===== config.mk =====
export PLATFORM = sky130hd
export DESIGN_NAME = smalu_queue
export DESIGN_NICKNAME = d
export VERILOG_FILES = /design/src/hw/rtl/smalu_pkg.sv /design/src/hw/rtl/smalu_queue.sv
export SDC_FILE = /design/constraint.sdc
export NUM_CORES = 1
export LEC_CHECK = 0
export BUFFER_PORTS_ARGS = -buffer_cell sky130_fd_sc_hd__buf_2
export CAP_MARGIN = 40
export CORE_MARGIN = 2
export CORE_UTILIZATION = 57
export CTS_CLUSTER_SIZE = 30
export DETAILED_ROUTE_END_ITERATION = 8
export GPL_TIMING_DRIVEN = 1
export PLACE_DENSITY = 0.79
export SLEW_MARGIN = 20
export SYNTH_ARGS = -nofsm -noshare
export SYNTH_HDL_FRONTEND = slang
export SYNTH_SLANG_ARGS = --single-unit

===== constraint.sdc =====
create_clock -name clk -period 6.5 [get_ports clk]
set_clock_uncertainty 0.1 [all_clocks]
set_input_delay 0.325 -clock clk [delete_from_list [all_inputs] [get_ports clk]]
set_output_delay 0.325 -clock clk [all_outputs]
set_load 0.02 [all_outputs]

===== src/hw/rtl/smalu_pkg.sv =====
// package: operation codes, payload types and constants for the integer alu
package smalu_pkg;
  typedef enum logic [4:0] {
    OP_IADD = 5'd0, OP_LADD = 5'd1, OP_ISUB = 5'd2, OP_LSUB = 5'd3,
    OP_IMUL = 5'd4, OP_LMUL = 5'd5, OP_IDIV = 5'd6, OP_LDIV = 5'd7,
    OP_IREM = 5'd8, OP_LREM = 5'd9, OP_INEG = 5'd10, OP_LNEG = 5'd11,
    OP_ISHL = 5'd12, OP_ISHR = 5'd13, OP_IUSHR = 5'd14, OP_LSHL = 5'd15,
    OP_LSHR = 5'd16, OP_LUSHR = 5'd17, OP_IAND = 5'd18, OP_LAND = 5'd19,
    OP_IOR = 5'd20, OP_LOR = 5'd21, OP_IXOR = 5'd22, OP_LXOR = 5'd23,
    OP_LCMP = 5'd24
  } op_t;

  typedef enum logic [1:0] {
    CLS_SIMPLE = 2'd0,
    CLS_MUL    = 2'd1,
    CLS_DIV    = 2'd2
  } cls_t;

  // back-end sequencing
  typedef enum logic [1:0] {ST_IDLE, ST_MUL, ST_DIV, ST_DONE} st_t;

  localparam int QDepth = 4;
  localparam int QAw = 2;
  localparam int DivSteps = 64;
  localparam int DivCw = 7;

  // decoded item travelling from front to back
  typedef struct packed {
    cls_t        cls;
    logic        is_long;
    logic        is_rem;
    logic        div_zero;
    logic        div_ovf;
    logic        neg_q;
    logic        neg_r;
    logic [63:0] a;
    logic [63:0] b;
    logic [63:0] simple_res;
  } dec_t;

  typedef struct packed {
    logic [63:0] result;
    logic        divide_by_zero;
  } res_t;

  function automatic logic [63:0] sext32(input logic [31:0] v);
    return {{32{v[31]}}, v};
  endfunction
endpackage


===== src/hw/rtl/smalu_queue.sv =====
// small fifo between front and back ends
module smalu_queue (
  input  logic            clk,
  input  logic            rst_n,
  input  logic            push,
  input  smalu_pkg::dec_t push_data,
  output logic            full,
  input  logic            pop,
  output smalu_pkg::dec_t pop_data,
  output logic            not_empty
);
  import smalu_pkg::*;

  dec_t mem_r [QDepth];
  logic [QAw-1:0] wp_r, rp_r;
  logic [QAw:0]   cnt_r, cnt_nxt;

  assign full = (cnt_r == (QAw+1)'(QDepth));
  assign not_empty = (cnt_r != '0);
  assign pop_data = mem_r[rp_r];
  assign cnt_nxt = cnt_r + (QAw+1)'(push) - (QAw+1)'(pop);

  always_ff @(posedge clk) begin
    if (!rst_n) begin
      wp_r <= '0;
      rp_r <= '0;
      cnt_r <= '0;
    end else begin
      if (push) wp_r <= wp_r + 1'b1;
      if (pop) rp_r <= rp_r + 1'b1;
      cnt_r <= cnt_nxt;
    end
  end

  always_ff @(posedge clk) begin
    if (push) mem_r[wp_r] <= push_data;
  end
endmodule


Yosys cells after proc, flatten, opt, wreduce, memory -nomap -nowiden --
Memory sizes are Yosys's and may differ from the RTL's. A register that Yosys moved wholly into a read port is not among the register bits. Index checks and enable logic that the tools add are counted.
Word-level totals: output and inout port bits 202, memories 1, latch bits 0, memory bits (writable) 800, register bits 7, word-level logic and storage cells 14, bits in read-only memories 0
Cells by class: equal/unequal tests 1, bitwise gates (word level) 0, divide/modulo/power cells 0, multipliers 0, add/sub/neg operators 4, shifts and indexed selects 0, reductions and logical operators 1, muxes and demuxes 4, order comparisons 0
Memory list:
- mem_r | depth 4, bits a word 200, read ports 1, clocked after memory_dff 1, write ports 1, RTL line smalu_queue.sv:14 | dec_t mem_r [QDepth];
Operators with widths (number):
- adder 2 x 1 -> 2 bit (second input constant) | 2
- two-way mux 2 bit | 2
- adder 3 x 1 -> 3 bit | 1
- == test 3 bit (second input constant) | 1
- nonzero test 3 bit | 1
- subtractor 3 x 1 -> 3 bit | 1
- two-way mux 1 bit | 2

Logic depth before layout (Yosys ltp) --
depth in word-level cells 3, depth in mapped cells 7, gate-level depth less buffers 7

Worst setup path before layout --
Ideal clock, no wire load.
kind reg2reg, start point register wp_r[0], end point memory mem_r[0][0] (netlist bit) (enable), setup slack 0.724 ns, cell stages (with the launch flop) 4, setup time 0.584 ns, arrival time 5.092 ns, path through dfxtp_1 -> inv_1 -> ha_1 -> and2_1
RTL lines:
- start, declared | RTL line smalu_queue.sv:15 | logic [QAw-1:0] wp_r, rp_r;
- start signal, assigned | RTL line smalu_queue.sv:29 | if (push) wp_r <= wp_r + 1'b1;
- end, declared | RTL line smalu_queue.sv:14
Straight into the memory's write port.

==> summary.md <==
| Metric | Value |
|---|---|
| Seq/Total Area, Yosys | `82.5%` |
| Vias per cell | `5.80` |
| Dominant cells by area after synthesis | `edfxtp_1 82%, mux4_2 15%, buf_6 0.84%` |
| Final wirelength | `66200 um` |
| Largest net degree at the start of global routing | `125` |
| CTS Buffer Depth | `3` |
| TritonCTS buffer count | `79` |
| Setup TNS | `0 ns` |
| DRT Pass-1 Iters | `5` |
| Core area | `0.0511 mm^2` |
| Hold Path Origin | `push_data[67]` |
| Root buffer cell | `clkbuf_16` |
| Yosys reg bits | `809` |
| RePlAce Congestion | `0.740` |
| Fill cells | `2817` |
| Final Hold Viols | `0` |
| Post-DP Area | `0.0321 mm^2` |
| Startpoint types | `flop` |
| CP endpoint kind | `output port` |
| First-pass GRT wire length | `97500 um` |
| CTS Sinks | `809` |
| PwrDens | `329 mW/mm^2` |
| Netlist cell types | `19` |
| Htree depth | `3` |
| Share of the synthesized area in the top cell type | `81.9%` |
| Outcome | `finished, final reports clean` |
| Worst-path clk slew | `0.07 ns` |
| Max Fclk | `322 MHz` |
| Die W | `231 um` |
| DR iter-0 viols | `1124` |
| WL per Instance | `26.6 um` |
| Metal3 WL | `4970 um` |
| Mapped Cells | `1087` |
| Ratio of cells with drive above 1 in the final layout | `41.0%` |
| Leading cell type in the layout, fill and taps excluded | `edfxtp_1` |
| Leading area contributor after synthesis | `edfxtp_1` |
| Final net count | `1957` |
| Max layer used | `met5` |
| Reg2Reg Launch Point | `wp_r[1]` |
| GRT overflow | `0` |
| Synthesized area per cell | `27.0 um^2` |
| Post-synthesis cell area | `0.0293 mm^2` |
| Worst slew margin relative to its limit | `38.4%` |
| Crit Path Class | `reg -> out` |
| CTS tree | `done` |
| Hold path depth | `2` |
| Critical Path Fanout Max | `124` |
| FF-to-FF End | `mem_r[1][160]` |
| Syn Nets | `1298` |
| Worst Tran Pin Value | `0.923 ns` |
| Rows | `83` |
| Met1 WL | `24300 um` |
| Data required, critical path | `6.07 ns` |
| RSZ-0062 raised after global routing | `false` |
| Final Slew Violations | `0` |
| DIE AREA | `0.0533 mm^2` |
| Area delta synth->final | `25.3%` |
| Die Span Y | `231 um` |
| Initial core utilization | `57.4%` |
| Min-Delay Path Class | `in -> reg` |
| All-Layer GR Usage | `25.2%` |
| Yosys warns | `0` |
| Commonest non-fill, non-tap cells in the layout | `800 x edfxtp_1, 405 x buf_2, 203 x dlygate4sd3_1, 200 x mux4_2, 81 x clkbuf_16` |
| R2R cell count | `4` |
| Maximum VDD drop | `274 uV` |
| Routed via count | `14500` |
| Design area | `0.0367 mm^2` |
| Max Cap Violations | `0` |
| Initial antenna violation count | `6` |
| Worst reg2reg setup slack | `4.02 ns` |
| P_leak | `12.5 nW` |
| Met2 wire length | `34800 um` |
| Setup Viol. Count Final | `0` |
| Min Tclk post-route | `3.10 ns` |
| I/O pin cnt | `406` |
| Detail Placement HPWL | `32900 um` |
| Vias in the first global route | `15400` |
| Fin crit share | `47.8%` |
| PortBufs | `405` |
| WHS Endpoint | `mem_r[1][67]` |
| DRC | `0` |
| Antenna viol nets, final | `0` |
| Worst-Skew Late Latency | `0.61 ns` |
| Critical Path AT | `2.68 ns` |
[final cells by class]
class / instances / area [um^2] / share of cell area, %
Multi-Input combinational cell: 227 / 4750 / 12.9
Clock inverter: 50 / 548 / 1.49
Clock buffer: 89 / 2060 / 5.60
Sequential cell: 809 / 24200 / 65.9
Antenna cell: 7 / 17.5 / 0.0477
Inverter: 7 / 26.3 / 0.0715
Timing Repair Buffer: 622 / 4280 / 11.7
Tap cell: 680 / 851 / 2.32
[synthesized netlist by cell type (all sizes together)]
cell type	count
nor2	5
a21oi	1
edfxtp	800
or3	1
mux4	200
nand3b	1
and2	6
mux2i	1
fa	1
dfxtp	9
inv	7
a21bo	1
and3	1
xor3	1
clkbuf	2
xnor2	2
ha	6
buf	42
[critical path, cell delays in order (launching register included)]
cell     delay (ns)
dfxtp_4        0.65
buf_12         0.60
mux4_2         0.43
buf_2          0.19
[per-stage QoR]
stage               hold slack, ns  setup slack (ns)  cells  power [mW]  util [%]
floorplan                    0.324             0.724   1087        6.98         -
finish                       0.359              3.40   2491        12.1      71.9
CTS                          0.329              3.38   2484        12.1      71.9
global placement             0.433              3.73   2140        7.35      62.7
detailed placement           0.437              4.06   2142        7.39      62.8
global route                 0.355              3.32   2488        12.4      71.9
[report_power, final]
| group | internal, mW | switching, mW |
|---|---|---|
| clock network | 2.75 | 1.91 |
| logic | 0.555 | 0.784 |
| registers | 6.00 | 0.0747 |
| total | 9.30 | 2.77 |
[sequential cells by signal, indices dropped and copies added (netlist names), named ones only]
name and count:
mem_r 800, cnt_r 3, rp_r 2, wp_r 2
[cells by family (layout without fill, tap and decap cells)]
group	Yosys count	count (layout)	share of synthesized area, %
adders and majority gates	7	7	0.324
buffers and inverters	51	768	1.30
other	0	7	0
DFF	809	809	82.5
muxes	201	201	15.4
AOI/OAI and AO/OA	2	2	0.0512
and+or+nand+nor	14	14	0.260
xor gates and xnor gates	3	3	0.141
[routing by layer]
layer	up-vias	track usage, %
met2	645	42.5
met1	7625	32.2
li1	6050	-
met5	-	0
met3	130	5.78
met4	2	9.84
[repair_timing]
action,CTS,global route
setup buffers,0,0
resized for setup,0,0
hold buffers,203,0
endpoints found under the hold margin,809,0
endpoints found under the setup margin,0,0
[worst max path at each step]
stage                               end  slack, ns  startpoint
final                     pop_data[147]       3.40        flop
after global routing        pop_data[5]       3.32        flop
after CTS                 pop_data[117]       3.38        flop
after detailed placement  mem_r[1][122]       4.06     wp_r[1]
after global placement    mem_r[3][102]       3.73     wp_r[0]
after floorplan             mem_r[0][0]       0.72     wp_r[0]
(Power assumes the default switching activity.)
